===== config.mk =====
export PLATFORM = sky130hd
export DESIGN_NAME = pwm_period_duty_to_settings_flat
export DESIGN_NICKNAME = d
export VERILOG_FILES = /design/src/rtl/pwmpd_pkg.sv /design/src/rtl/pwmpd_if.sv /design/src/rtl/pwmpd_base_calc.sv /design/src/rtl/pwmpd_div_stage.sv /design/src/rtl/pwm_period_duty_to_settings.sv /design/src/flat_wrapper.sv
export SDC_FILE = /design/constraint.sdc
export NUM_CORES = 2
export LEC_CHECK = 0
export BUFFER_PORTS_ARGS = -buffer_cell sky130_fd_sc_hd__buf_2
export CORE_MARGIN = 2
export CORE_UTILIZATION = 30
export CTS_BUF_LIST = sky130_fd_sc_hd__clkbuf_4
export DETAILED_ROUTE_END_ITERATION = 10
export GPL_TIMING_DRIVEN = 0
export SYNTH_ARGS = -nofsm -noshare
export SYNTH_HDL_FRONTEND = slang
export SYNTH_HIERARCHICAL = 1
export SYNTH_SLANG_ARGS = --single-unit

===== constraint.sdc =====
create_clock -name clk_i -period 41.2 [get_ports clk_i]
set_clock_uncertainty 0.2 [all_clocks]
set_input_delay 2.06 -clock clk_i [delete_from_list [all_inputs] [get_ports clk_i]]
set_output_delay 2.06 -clock clk_i [all_outputs]
set_load 0.02 [all_outputs]

===== src/rtl/pwmpd_pkg.sv =====
`default_nettype none
package pwmpd_pkg;

  localparam int BASE_W    = 38;          // 256e9 / 1 Hz fits in 38 bits
  localparam int PER_W     = 45;          // base shifted by up to 7
  localparam int NUM_W     = 46;          // duty*256 + period/2
  localparam int PROD_W    = PER_W + 8;
  localparam int HZ_W      = 30;
  localparam int CFG_IDX_W = 8;
  localparam int CNT_W     = 6;

  localparam logic [BASE_W-1:0] NS_STEPS = 38'd256000000000;

  localparam logic [CFG_IDX_W-1:0] CFG_SLOW_HZ  = 8'd0;
  localparam logic [CFG_IDX_W-1:0] CFG_SYS_HZ   = 8'd1;
  localparam logic [CFG_IDX_W-1:0] CFG_SLOW_OFF = 8'd2;
  localparam logic [CFG_IDX_W-1:0] CFG_NO_DIV1  = 8'd3;

  typedef enum logic [1:0] {
    ST_OK          = 2'd0,
    ST_RATE_ZERO   = 2'd1,
    ST_UNREACHABLE = 2'd2
  } status_e;

  typedef enum logic [1:0] {
    BC_SLOW = 2'd0,
    BC_SYS  = 2'd1,
    BC_DONE = 2'd2
  } base_state_e;

  typedef struct packed {
    status_e    status;
    logic       use_sys;
    logic [2:0] exp;
    logic       pol;
    logic       en;
  } ctl_t;

  typedef struct packed {
    ctl_t             ctl;
    logic [PER_W-1:0] period;
    logic [NUM_W-1:0] rem;
    logic [7:0]       q;
    logic             sat;
  } div_beat_t;

endpackage
`default_nettype wire


===== src/rtl/pwmpd_if.sv =====
`default_nettype none
interface pwmpd_req_if;
  logic        valid;
  logic        ready;
  logic [31:0] requested_period_ns;
  logic [31:0] requested_duty_ns;
  logic        polarity_normal;
  logic        enable_request;

  modport source (output valid, requested_period_ns, requested_duty_ns,
                  polarity_normal, enable_request, input ready);
  modport sink   (input valid, requested_period_ns, requested_duty_ns,
                  polarity_normal, enable_request, output ready);
endinterface

interface pwmpd_res_if;
  logic        valid;
  logic        ready;
  logic [1:0]  status;
  logic        use_system_clock;
  logic [2:0]  prescale_exponent;
  logic [7:0]  compare_value;
  logic        polarity_bit;
  logic        enable_out;
  logic [43:0] actual_period_ns;
  logic [43:0] actual_duty_ns;

  modport source (output valid, status, use_system_clock, prescale_exponent,
                  compare_value, polarity_bit, enable_out, actual_period_ns,
                  actual_duty_ns, input ready);
  modport sink   (input valid, status, use_system_clock, prescale_exponent,
                  compare_value, polarity_bit, enable_out, actual_period_ns,
                  actual_duty_ns, output ready);
endinterface
`default_nettype wire


===== src/rtl/pwmpd_base_calc.sv =====
`default_nettype none
// Radix-2 restoring divider: slow base, then rounded system base.
module pwmpd_base_calc (
  input  wire logic                          clk_i,
  input  wire logic                          rst_ni,
  input  wire logic                          restart_i,
  input  wire logic [pwmpd_pkg::HZ_W-1:0]    slow_hz_i,
  input  wire logic [pwmpd_pkg::HZ_W-1:0]    sys_hz_i,
  output logic [pwmpd_pkg::BASE_W-1:0]       slow_base_o,
  output logic [pwmpd_pkg::BASE_W-1:0]       sys_base_o,
  output logic                               ready_o
);
  import pwmpd_pkg::*;

  base_state_e       state_q, state_d;
  logic [CNT_W-1:0]  cnt_q;
  logic [HZ_W-1:0]   rem_q, rem_next;
  logic [BASE_W-1:0] quo_q, quo_next;
  logic [BASE_W-1:0] slow_base_q, sys_base_q;
  logic [BASE_W-1:0] dividend, src_quo;
  logic [HZ_W-1:0]   divisor, src_rem;
  logic [HZ_W:0]     shifted;
  logic              fits, last, busy;

  always_comb begin
    divisor  = (state_q == BC_SYS) ? sys_hz_i : slow_hz_i;
    dividend = (state_q == BC_SYS) ? NS_STEPS + BASE_W'(sys_hz_i >> 1) : NS_STEPS;
    src_quo  = (cnt_q == '0) ? dividend : quo_q;
    src_rem  = (cnt_q == '0) ? '0 : rem_q;
    shifted  = {src_rem, src_quo[BASE_W-1]};
    fits     = shifted >= {1'b0, divisor};
    rem_next = fits ? HZ_W'(shifted - {1'b0, divisor}) : shifted[HZ_W-1:0];
    quo_next = {src_quo[BASE_W-2:0], fits};
    last     = cnt_q == CNT_W'(BASE_W - 1);
  end

  always_comb begin
    state_d = state_q;
    unique case (state_q)
      BC_SLOW: if (last) state_d = BC_SYS;
      BC_SYS:  if (last) state_d = BC_DONE;
      BC_DONE: state_d = BC_DONE;
      default: state_d = BC_SLOW;
    endcase
    if (restart_i) state_d = BC_SLOW;
  end

  always_comb begin
    busy    = state_q != BC_DONE;
    ready_o = state_q == BC_DONE;
  end

  always_ff @(posedge clk_i or negedge rst_ni) begin
    if (!rst_ni) begin
      state_q <= BC_SLOW;
      cnt_q   <= '0;
    end else begin
      state_q <= state_d;
      if (restart_i || last) cnt_q <= '0;
      else if (busy) cnt_q <= cnt_q + CNT_W'(1);
    end
  end

  always_ff @(posedge clk_i) begin
    if (busy) begin
      rem_q <= rem_next;
      quo_q <= quo_next;
    end
    if (state_q == BC_SLOW && last) slow_base_q <= quo_next;
    if (state_q == BC_SYS && last)  sys_base_q  <= quo_next;
  end

  assign slow_base_o = slow_base_q;
  assign sys_base_o  = sys_base_q;
endmodule
`default_nettype wire


===== src/rtl/pwmpd_div_stage.sv =====
`default_nettype none
// One quotient bit of the compare-value divide, registered.
module pwmpd_div_stage #(
  parameter int BIT = 7
) (
  input  wire logic                  clk_i,
  input  wire logic                  rst_ni,
  input  wire logic                  adv_i,
  input  wire logic                  valid_i,
  input  wire pwmpd_pkg::div_beat_t  beat_i,
  output logic                       valid_o,
  output pwmpd_pkg::div_beat_t       beat_o
);
  import pwmpd_pkg::*;

  logic              valid_q;
  div_beat_t         beat_q, beat_d;
  logic [PROD_W-1:0] step, rem_w;
  logic              take;

  always_comb begin
    step   = PROD_W'(beat_i.period) << BIT;
    rem_w  = PROD_W'(beat_i.rem);
    take   = !beat_i.sat && (rem_w >= step);
    beat_d = beat_i;
    if (take) begin
      beat_d.rem = NUM_W'(rem_w - step);
      beat_d.q   = beat_i.q | (8'd1 << BIT);
    end
  end

  always_ff @(posedge clk_i or negedge rst_ni) begin
    if (!rst_ni) valid_q <= 1'b0;
    else if (adv_i) valid_q <= valid_i;
  end

  always_ff @(posedge clk_i) begin
    if (adv_i) beat_q <= beat_d;
  end

  assign valid_o = valid_q;
  assign beat_o  = beat_q;
endmodule
`default_nettype wire


===== src/rtl/pwm_period_duty_to_settings.sv =====
`default_nettype none
// Channel   Dir  Payload
// req_i     in   requested_period_ns, requested_duty_ns, polarity_normal, enable_request
// res_o     out  status, use_system_clock, prescale_exponent, compare_value,
//                polarity_bit, enable_out, actual_period_ns, actual_duty_ns
// cfg_*     in   write enable, register index, 30-bit data
//
// One beat per cycle while res_o does not stall; the pipe has 4 setup stages,
// 8 one-bit divide stages, multiply and round.
// After reset and after every config write the base periods are rebuilt by a
// 38-step serial divider, twice (slow then system): req_i.ready stays low
// until both are done, and also during a write itself. Config writes are
// taken at any time.
// A stall on res_o freezes the whole pipe; nothing is dropped or repeated.
module pwm_period_duty_to_settings #(
  parameter int MAX_PRESCALE_EXP = 6
) (
  input  wire logic                              clk_i,
  input  wire logic                              rst_ni,
  pwmpd_req_if.sink                              req_i,
  pwmpd_res_if.source                            res_o,
  input  wire logic                              cfg_we_i,
  input  wire logic [pwmpd_pkg::CFG_IDX_W-1:0]   cfg_index_i,
  input  wire logic [pwmpd_pkg::HZ_W-1:0]        cfg_data_i
);
  import pwmpd_pkg::*;

  localparam int NDIV = 8;

  // config registers
  logic [HZ_W-1:0] slow_hz_q, sys_hz_q;
  logic            slow_off_q, no_div1_q;

  always_ff @(posedge clk_i or negedge rst_ni) begin
    if (!rst_ni) begin
      slow_hz_q  <= 30'd32768;
      sys_hz_q   <= 30'd133000000;
      slow_off_q <= 1'b0;
      no_div1_q  <= 1'b0;
    end else if (cfg_we_i) begin
      unique case (cfg_index_i)
        CFG_SLOW_HZ:  slow_hz_q  <= cfg_data_i;
        CFG_SYS_HZ:   sys_hz_q   <= cfg_data_i;
        CFG_SLOW_OFF: slow_off_q <= cfg_data_i[0];
        CFG_NO_DIV1:  no_div1_q  <= cfg_data_i[0];
        default: ;
      endcase
    end
  end

  // base periods, rebuilt on every config write
  logic [BASE_W-1:0] slow_base, sys_base;
  logic              base_ready;

  pwmpd_base_calc u_base (
    .clk_i       (clk_i),
    .rst_ni      (rst_ni),
    .restart_i   (cfg_we_i),
    .slow_hz_i   (slow_hz_q),
    .sys_hz_i    (sys_hz_q),
    .slow_base_o (slow_base),
    .sys_base_o  (sys_base),
    .ready_o     (base_ready)
  );

  // whole pipe advances together
  logic o_v_q, adv, accept;
  assign adv         = !o_v_q || res_o.ready;
  assign req_i.ready = adv && base_ready && !cfg_we_i;
  assign accept      = req_i.valid && req_i.ready;

  // stage A: clock choice
  logic              a_v_q;
  ctl_t              a_ctl_q, a_ctl_d;
  logic [BASE_W-1:0] a_base_q, a_base_d;
  logic [31:0]       a_req_q, a_duty_q;
  logic              use_sys;

  always_comb begin
    use_sys = slow_off_q || (slow_base > BASE_W'(req_i.requested_period_ns));
    a_ctl_d = '{status: ST_OK, use_sys: use_sys, exp: 3'd0,
                pol: req_i.polarity_normal, en: req_i.enable_request};
    if (!slow_off_q && slow_hz_q == '0) a_ctl_d.status = ST_RATE_ZERO;
    else if (use_sys && sys_hz_q == '0) a_ctl_d.status = ST_RATE_ZERO;
    a_base_d = use_sys ? sys_base : slow_base;
  end

  // stage B: smallest prescale that covers the request
  logic              b_v_q;
  ctl_t              b_ctl_q, b_ctl_d;
  logic [BASE_W-1:0] b_base_q;
  logic [31:0]       b_duty_q;
  logic              found;
  logic [2:0]        exp_sel;

  always_comb begin
    found   = 1'b0;
    exp_sel = 3'd0;
    for (int e = MAX_PRESCALE_EXP; e >= 0; e--) begin
      if (((PER_W'(a_base_q) << e) >= PER_W'(a_req_q)) && !(e == 0 && no_div1_q)) begin
        found   = 1'b1;
        exp_sel = 3'(e);
      end
    end
    b_ctl_d     = a_ctl_q;
    b_ctl_d.exp = exp_sel;
    if (a_ctl_q.status == ST_OK && !found) b_ctl_d.status = ST_UNREACHABLE;
  end

  // stage C: period and rounded dividend
  logic             c_v_q;
  ctl_t             c_ctl_q;
  logic [PER_W-1:0] c_period_q, c_period_d;
  logic [NUM_W-1:0] c_num_q, c_num_d;

  always_comb begin
    c_period_d = PER_W'(b_base_q) << b_ctl_q.exp;
    c_num_d    = (NUM_W'(b_duty_q) << 8) + NUM_W'(c_period_d >> 1);
  end

  // stage D: saturation test, divide setup
  logic              d_v_q;
  div_beat_t         d_beat_q, d_beat_d;
  logic              sat;

  always_comb begin
    sat      = PROD_W'(c_num_q) >= (PROD_W'(c_period_q) << 8);
    d_beat_d = '{ctl: c_ctl_q, period: c_period_q, rem: c_num_q,
                 q: sat ? 8'hFF : 8'h00, sat: sat};
  end

  always_ff @(posedge clk_i or negedge rst_ni) begin
    if (!rst_ni) begin
      a_v_q <= 1'b0;
      b_v_q <= 1'b0;
      c_v_q <= 1'b0;
      d_v_q <= 1'b0;
    end else if (adv) begin
      a_v_q <= accept;
      b_v_q <= a_v_q;
      c_v_q <= b_v_q;
      d_v_q <= c_v_q;
    end
  end

  always_ff @(posedge clk_i) begin
    if (adv) begin
      a_ctl_q    <= a_ctl_d;
      a_base_q   <= a_base_d;
      a_req_q    <= req_i.requested_period_ns;
      a_duty_q   <= req_i.requested_duty_ns;
      b_ctl_q    <= b_ctl_d;
      b_base_q   <= a_base_q;
      b_duty_q   <= a_duty_q;
      c_ctl_q    <= b_ctl_q;
      c_period_q <= c_period_d;
      c_num_q    <= c_num_d;
      d_beat_q   <= d_beat_d;
    end
  end

  // divide: one quotient bit per stage, MSB first
  logic      dv   [NDIV+1];
  div_beat_t dbeat[NDIV+1];
  assign dv[0]    = d_v_q;
  assign dbeat[0] = d_beat_q;

  for (genvar k = 0; k < NDIV; k++) begin : g_div
    pwmpd_div_stage #(.BIT(NDIV - 1 - k)) u_stage (
      .clk_i   (clk_i),
      .rst_ni  (rst_ni),
      .adv_i   (adv),
      .valid_i (dv[k]),
      .beat_i  (dbeat[k]),
      .valid_o (dv[k+1]),
      .beat_o  (dbeat[k+1])
    );
  end

  // stage M: compare * period
  logic              m_v_q;
  ctl_t              m_ctl_q;
  logic [7:0]        m_q_q;
  logic [PER_W-1:0]  m_period_q;
  logic [PROD_W-1:0] m_prod_q;

  // stage O: round, output register
  ctl_t              o_ctl_q, o_ctl_d;
  logic [7:0]        o_cmp_q;
  logic [43:0]       o_period_q, o_duty_q;
  logic [PROD_W-1:0] duty_sum;
  logic              o_err;

  assign duty_sum = m_prod_q + PROD_W'(128);
  assign o_err    = m_ctl_q.status != ST_OK;

  // error beats carry nothing but the status
  always_comb begin
    o_ctl_d = m_ctl_q;
    if (o_err) begin
      o_ctl_d.use_sys = 1'b0;
      o_ctl_d.exp     = 3'd0;
      o_ctl_d.pol     = 1'b0;
      o_ctl_d.en      = 1'b0;
    end
  end

  always_ff @(posedge clk_i or negedge rst_ni) begin
    if (!rst_ni) begin
      m_v_q <= 1'b0;
      o_v_q <= 1'b0;
    end else if (adv) begin
      m_v_q <= dv[NDIV];
      o_v_q <= m_v_q;
    end
  end

  always_ff @(posedge clk_i) begin
    if (adv) begin
      m_ctl_q    <= dbeat[NDIV].ctl;
      m_q_q      <= dbeat[NDIV].q;
      m_period_q <= dbeat[NDIV].period;
      m_prod_q   <= PROD_W'(dbeat[NDIV].q) * PROD_W'(dbeat[NDIV].period);
      o_ctl_q    <= o_ctl_d;
      o_cmp_q    <= o_err ? 8'd0 : m_q_q;
      o_period_q <= o_err ? 44'd0 : m_period_q[43:0];
      o_duty_q   <= o_err ? 44'd0 : duty_sum[51:8];
    end
  end

  assign res_o.valid             = o_v_q;
  assign res_o.status            = o_ctl_q.status;
  assign res_o.use_system_clock  = o_ctl_q.use_sys;
  assign res_o.prescale_exponent = o_ctl_q.exp;
  assign res_o.compare_value     = o_cmp_q;
  assign res_o.polarity_bit      = o_ctl_q.pol;
  assign res_o.enable_out        = o_ctl_q.en;
  assign res_o.actual_period_ns  = o_period_q;
  assign res_o.actual_duty_ns    = o_duty_q;
endmodule
`default_nettype wire


===== src/flat_wrapper.sv =====
// flat-port wrapper written by rule: the top's interface ports become plain ports
module pwm_period_duty_to_settings_flat import pwmpd_pkg::*;
#(
  parameter int MAX_PRESCALE_EXP = 6
)
  (clk_i, rst_ni, cfg_we_i, cfg_index_i, cfg_data_i, req_i_valid, req_i_requested_period_ns, req_i_requested_duty_ns, req_i_polarity_normal, req_i_enable_request, req_i_ready, res_o_valid, res_o_status, res_o_use_system_clock, res_o_prescale_exponent, res_o_compare_value, res_o_polarity_bit, res_o_enable_out, res_o_actual_period_ns, res_o_actual_duty_ns, res_o_ready);
  pwmpd_req_if req_i_i ();
  pwmpd_res_if res_o_i ();
  input  wire logic clk_i;
  input  wire logic rst_ni;
  input  wire logic cfg_we_i;
  input  wire logic [pwmpd_pkg::CFG_IDX_W-1:0] cfg_index_i;
  input  wire logic [pwmpd_pkg::HZ_W-1:0] cfg_data_i;
  input wire logic [$bits(req_i_i.valid)-1:0] req_i_valid;
  input wire logic [$bits(req_i_i.requested_period_ns)-1:0] req_i_requested_period_ns;
  input wire logic [$bits(req_i_i.requested_duty_ns)-1:0] req_i_requested_duty_ns;
  input wire logic [$bits(req_i_i.polarity_normal)-1:0] req_i_polarity_normal;
  input wire logic [$bits(req_i_i.enable_request)-1:0] req_i_enable_request;
  output wire logic [$bits(req_i_i.ready)-1:0] req_i_ready;
  output wire logic [$bits(res_o_i.valid)-1:0] res_o_valid;
  output wire logic [$bits(res_o_i.status)-1:0] res_o_status;
  output wire logic [$bits(res_o_i.use_system_clock)-1:0] res_o_use_system_clock;
  output wire logic [$bits(res_o_i.prescale_exponent)-1:0] res_o_prescale_exponent;
  output wire logic [$bits(res_o_i.compare_value)-1:0] res_o_compare_value;
  output wire logic [$bits(res_o_i.polarity_bit)-1:0] res_o_polarity_bit;
  output wire logic [$bits(res_o_i.enable_out)-1:0] res_o_enable_out;
  output wire logic [$bits(res_o_i.actual_period_ns)-1:0] res_o_actual_period_ns;
  output wire logic [$bits(res_o_i.actual_duty_ns)-1:0] res_o_actual_duty_ns;
  input wire logic [$bits(res_o_i.ready)-1:0] res_o_ready;
  assign req_i_i.valid = req_i_valid;
  assign req_i_i.requested_period_ns = req_i_requested_period_ns;
  assign req_i_i.requested_duty_ns = req_i_requested_duty_ns;
  assign req_i_i.polarity_normal = req_i_polarity_normal;
  assign req_i_i.enable_request = req_i_enable_request;
  assign req_i_ready = req_i_i.ready;
  assign res_o_valid = res_o_i.valid;
  assign res_o_status = res_o_i.status;
  assign res_o_use_system_clock = res_o_i.use_system_clock;
  assign res_o_prescale_exponent = res_o_i.prescale_exponent;
  assign res_o_compare_value = res_o_i.compare_value;
  assign res_o_polarity_bit = res_o_i.polarity_bit;
  assign res_o_enable_out = res_o_i.enable_out;
  assign res_o_actual_period_ns = res_o_i.actual_period_ns;
  assign res_o_actual_duty_ns = res_o_i.actual_duty_ns;
  assign res_o_i.ready = res_o_ready;
  pwm_period_duty_to_settings #(.MAX_PRESCALE_EXP(MAX_PRESCALE_EXP)) u_core (.clk_i(clk_i), .rst_ni(rst_ni), .req_i(req_i_i), .res_o(res_o_i), .cfg_we_i(cfg_we_i), .cfg_index_i(cfg_index_i), .cfg_data_i(cfg_data_i));
endmodule

==> summary.md <==
| Metric | Value |
|---|---|
| Worst-path maximum fanout | 10 |
| R2r setup slk | between 30 and 40 ns |
| Slew @ Worst Pin | approximately 1.4 ns |
| Clock sink count | 1619 |
| Residual DRC | 0 |
| Multi-input logic area | 0.04594 mm^2 |
| Switching Fraction | 43.71% |
| Max-Cap Viols | 0 |
| Worst R2R Path Depth | 19 |
| Internal power | 5729 uW |
| Final Net Count | 10290 |
| Hold Violations, Final | 0 |
| TritonRoute pass-1 iters | 6 |
| I/O pin total | 215 |
| Share of post-route cells with drive strength above 1 | between 10% and 20% |
| Die W | 577.4 um |
| Synth Area per Inst | 11.61 um^2 |
| Worst hold path class | reg -> reg |
| Row count | 210 |
| Unrepaired setup endpoints after global routing | false |
| Crit. End Element | flop |
| Cells after synthesis | ~8500 |
| # setup viols final | 0 |
| Synth Cell Area | 0.09865 mm^2 |
| Slew Limit Headroom | 4.719% |
| Crit path launch type | flop |
| Initial core utilization | 30.16% |
| GRT Total Usage | 15.10% |
| VDD IR max | 0.1235 mV |
| PortBufs | roughly 210 |
| Critical R2R Capture | u_core/m_prod_q[50] |
| Starting DRC count in detailed routing | 3984 |
| Synth warn | 6 |
| Design Area, Final | 0.1111 mm^2 |
| Setup CP Type | reg -> reg |
| CTS Buf Count | 432 |
| Critical Path Sink | u_core/m_prod_q[50] |
| Fmax | 137.8 MHz |
| Resize count post-CTS | 0 |
| Final Slew Violations | 0 |
| Final Wtd Congestion | about 0.92 |
| Global route total overflow | 0 |
| Critical Path AT | 8.13 ns |
| Area of placed instances | around 0.11 mm^2 |
| Leak Pwr | 0.04755 uW |
| PD cells | between 90 and 100 mW/mm^2 |
| Fill count | ~33000 |
| Routed vias | ~67000 |
| Initial antenna violation count | 16 |
| FF-to-FF Start | u_core/g_div[7].u_stage/beat_o[8] |
| WL/cell | 18.56 um |
| Reg area | 0.04822 mm^2 |
| CP startpoint | u_core/g_div[7].u_stage/beat_o[8] |
| Chip height | a little under 600 um |
| Vias in the first global route | slightly below 70000 |
| Reg power frac | between 20% and 30% |
| Largest net degree at the start of global routing | ~150 |
| Clock transition at the registers of the reported paths | 0.06 ns |
| TritonCTS clock tree | built |
| Core Region | 0.3271 mm^2 |
| Area growth from synthesis to layout | 12.63% |
| Post-layout minimum cycle time | 7.255 ns |
| Global-route wire length before repair | 394500 um |
| Clock buffer depth | 4 |
| Final setup TNS | 0 ns |
| DP HPWL | 202200 um |
| Comb power frac | around three fifths |
| CTS Hold Bufs | 0 |
| Clk root buf | clkbuf_4 |
| Total Die Area | 0.3334 mm^2 |
| Final wirelength | 257000 um |
| Worst skew pair latency | about 1.4 ns |
| Period Utilization, post-route | 17.61% |
| Clock power frac | 13.7% |
| # H-tree levels | 5 |
| Postcts setup bufs | 0 |
| CP Data Required Time | about 42 ns |
| Vias per cell | just under 5 |
| Net Switching | 4448 uW |
| Status | complete, no violations |
| DRT antenna net count | 0 |
[power by group through the flow]
stage	combinational [uW]	clock, uW	sequential (uW)
6_report	6130	1390	2660
5_1_grt	6860	1540	2700
4_1_cts	6140	1460	2660
3_5_place_dp	6110	0	2690
3_3_place_gp	6030	0	2700
2_1_floorplan	4660	0	2650
[cell type report]
class	count	area share (%)
clock inverters	153	0.7849
plain buffers	261	1.204
inverters	851	2.884
clock buffers	602	4.068
multi-input cells	5764	41.35
flip-flops and latches	1619	43.40
well taps	4346	4.894
repair buffers	235	1.387
diodes	14	0.03153
[registers in the layout, summed over array words and instances, names as in the netlist, 30 cells and up]
signal                         count
u_core/sys_hz_q                   30
u_core/u_base/slow_base_o         38
u_core/a_duty_q                   32
u_core/g_div.u_stage/beat_o      817
u_core/u_base/quo_q               38
u_core/c_num_q                    37
u_core/a_base_q                   38
u_core/c_period_q                 45
u_core/u_base/sys_base_o          38
u_core/b_duty_q                   32
u_core/slow_hz_q                  30
u_core/a_req_q                    32
u_core/m_prod_q                   45
u_core/u_base/rem_q               30
u_core/b_base_q                   38
u_core/res_o.actual_period_ns     44
u_core/d_beat_q                   91
u_core/m_period_q                 44
u_core/res_o.actual_duty_ns       44
[metal layers]
| metal | global-route usage [%] | part of all wire (%) |
|---|---|---|
| met5 | 0 | 0.026 |
| met4 | 9.429 | 6.4 |
| met3 | 2.075 | 3.9 |
| met2 | 26.64 | 49 |
| met1 | 17.24 | 41 |
[cell usage in the layout (no fill, tap or decap), types with 213 or more instances in the layout]
cell,n
a21o_1,296
a21oi_1,512
and2_1,404
buf_2,273
clkbuf_4,602
edfxtp_1,1535
fa_1,266
ha_1,750
inv_1,846
nand2_1,599
nor2_1,369
o21ai_0,385
xnor2_1,213
[worst min-delay path by stage]
stage | from | endpoint | slack [ns] | cells past startpoint
after floorplan | u_core/a_ctl_q[0] | u_core/b_ctl_q[0] | 0.20 | 0
after global placement | u_core/g_div[2].u_stage/beat_o[4] | u_core/g_div[3].u_stage/beat_o[4] | 0.20 | 0
after detailed placement | u_core/a_ctl_q[0] | u_core/b_ctl_q[0] | 0.20 | 0
after CTS | rst_ni | u_core/slow_hz_q[19] | 0.09 | 1
after global routing | u_core/g_div[6].u_stage/beat_o[79] | u_core/g_div[7].u_stage/beat_o[79] | 0.15 | 0
final | u_core/g_div[6].u_stage/beat_o[80] | u_core/g_div[7].u_stage/beat_o[80] | 0.14 | 0
[through the flow]
step / worst slack [ns] / hold WS, ns / utilization (%) / instances / power (uW)
after detailed placement: 33.72 / 0.2045 / 32.30 / 13080 / 8799
final: 33.94 / 0.1441 / 33.96 / 13850 / 10180
after CTS: 33.89 / 0.08715 / 33.95 / 13830 / 10260
after global routing: 33.71 / 0.1486 / 33.96 / 13840 / 11100
after global placement: -0.5299 / 0.2001 / 32.15 / 13060 / 8730
after floorplan: 8.366 / 0.2003 / - / 8495 / 7312
[critical path, stage by stage (launching register included)]
cell,delay (ns)
edfxtp_1,0.91
clkbuf_1,0.75
nand2_1,0.18
fa_1,0.55
fa_1,0.55
inv_1,0.06
fa_1,0.54
inv_1,0.06
fa_1,0.53
inv_1,0.05
ha_1,0.34
nand4_1,0.13
o311ai_2,0.11
o21ai_1,0.37
a21oi_1,0.23
o41ai_2,0.60
a21oi_4,0.16
a31oi_2,0.32
o221ai_1,0.18
xor2_1,0.17
Power figures use the tool's default switching activity.
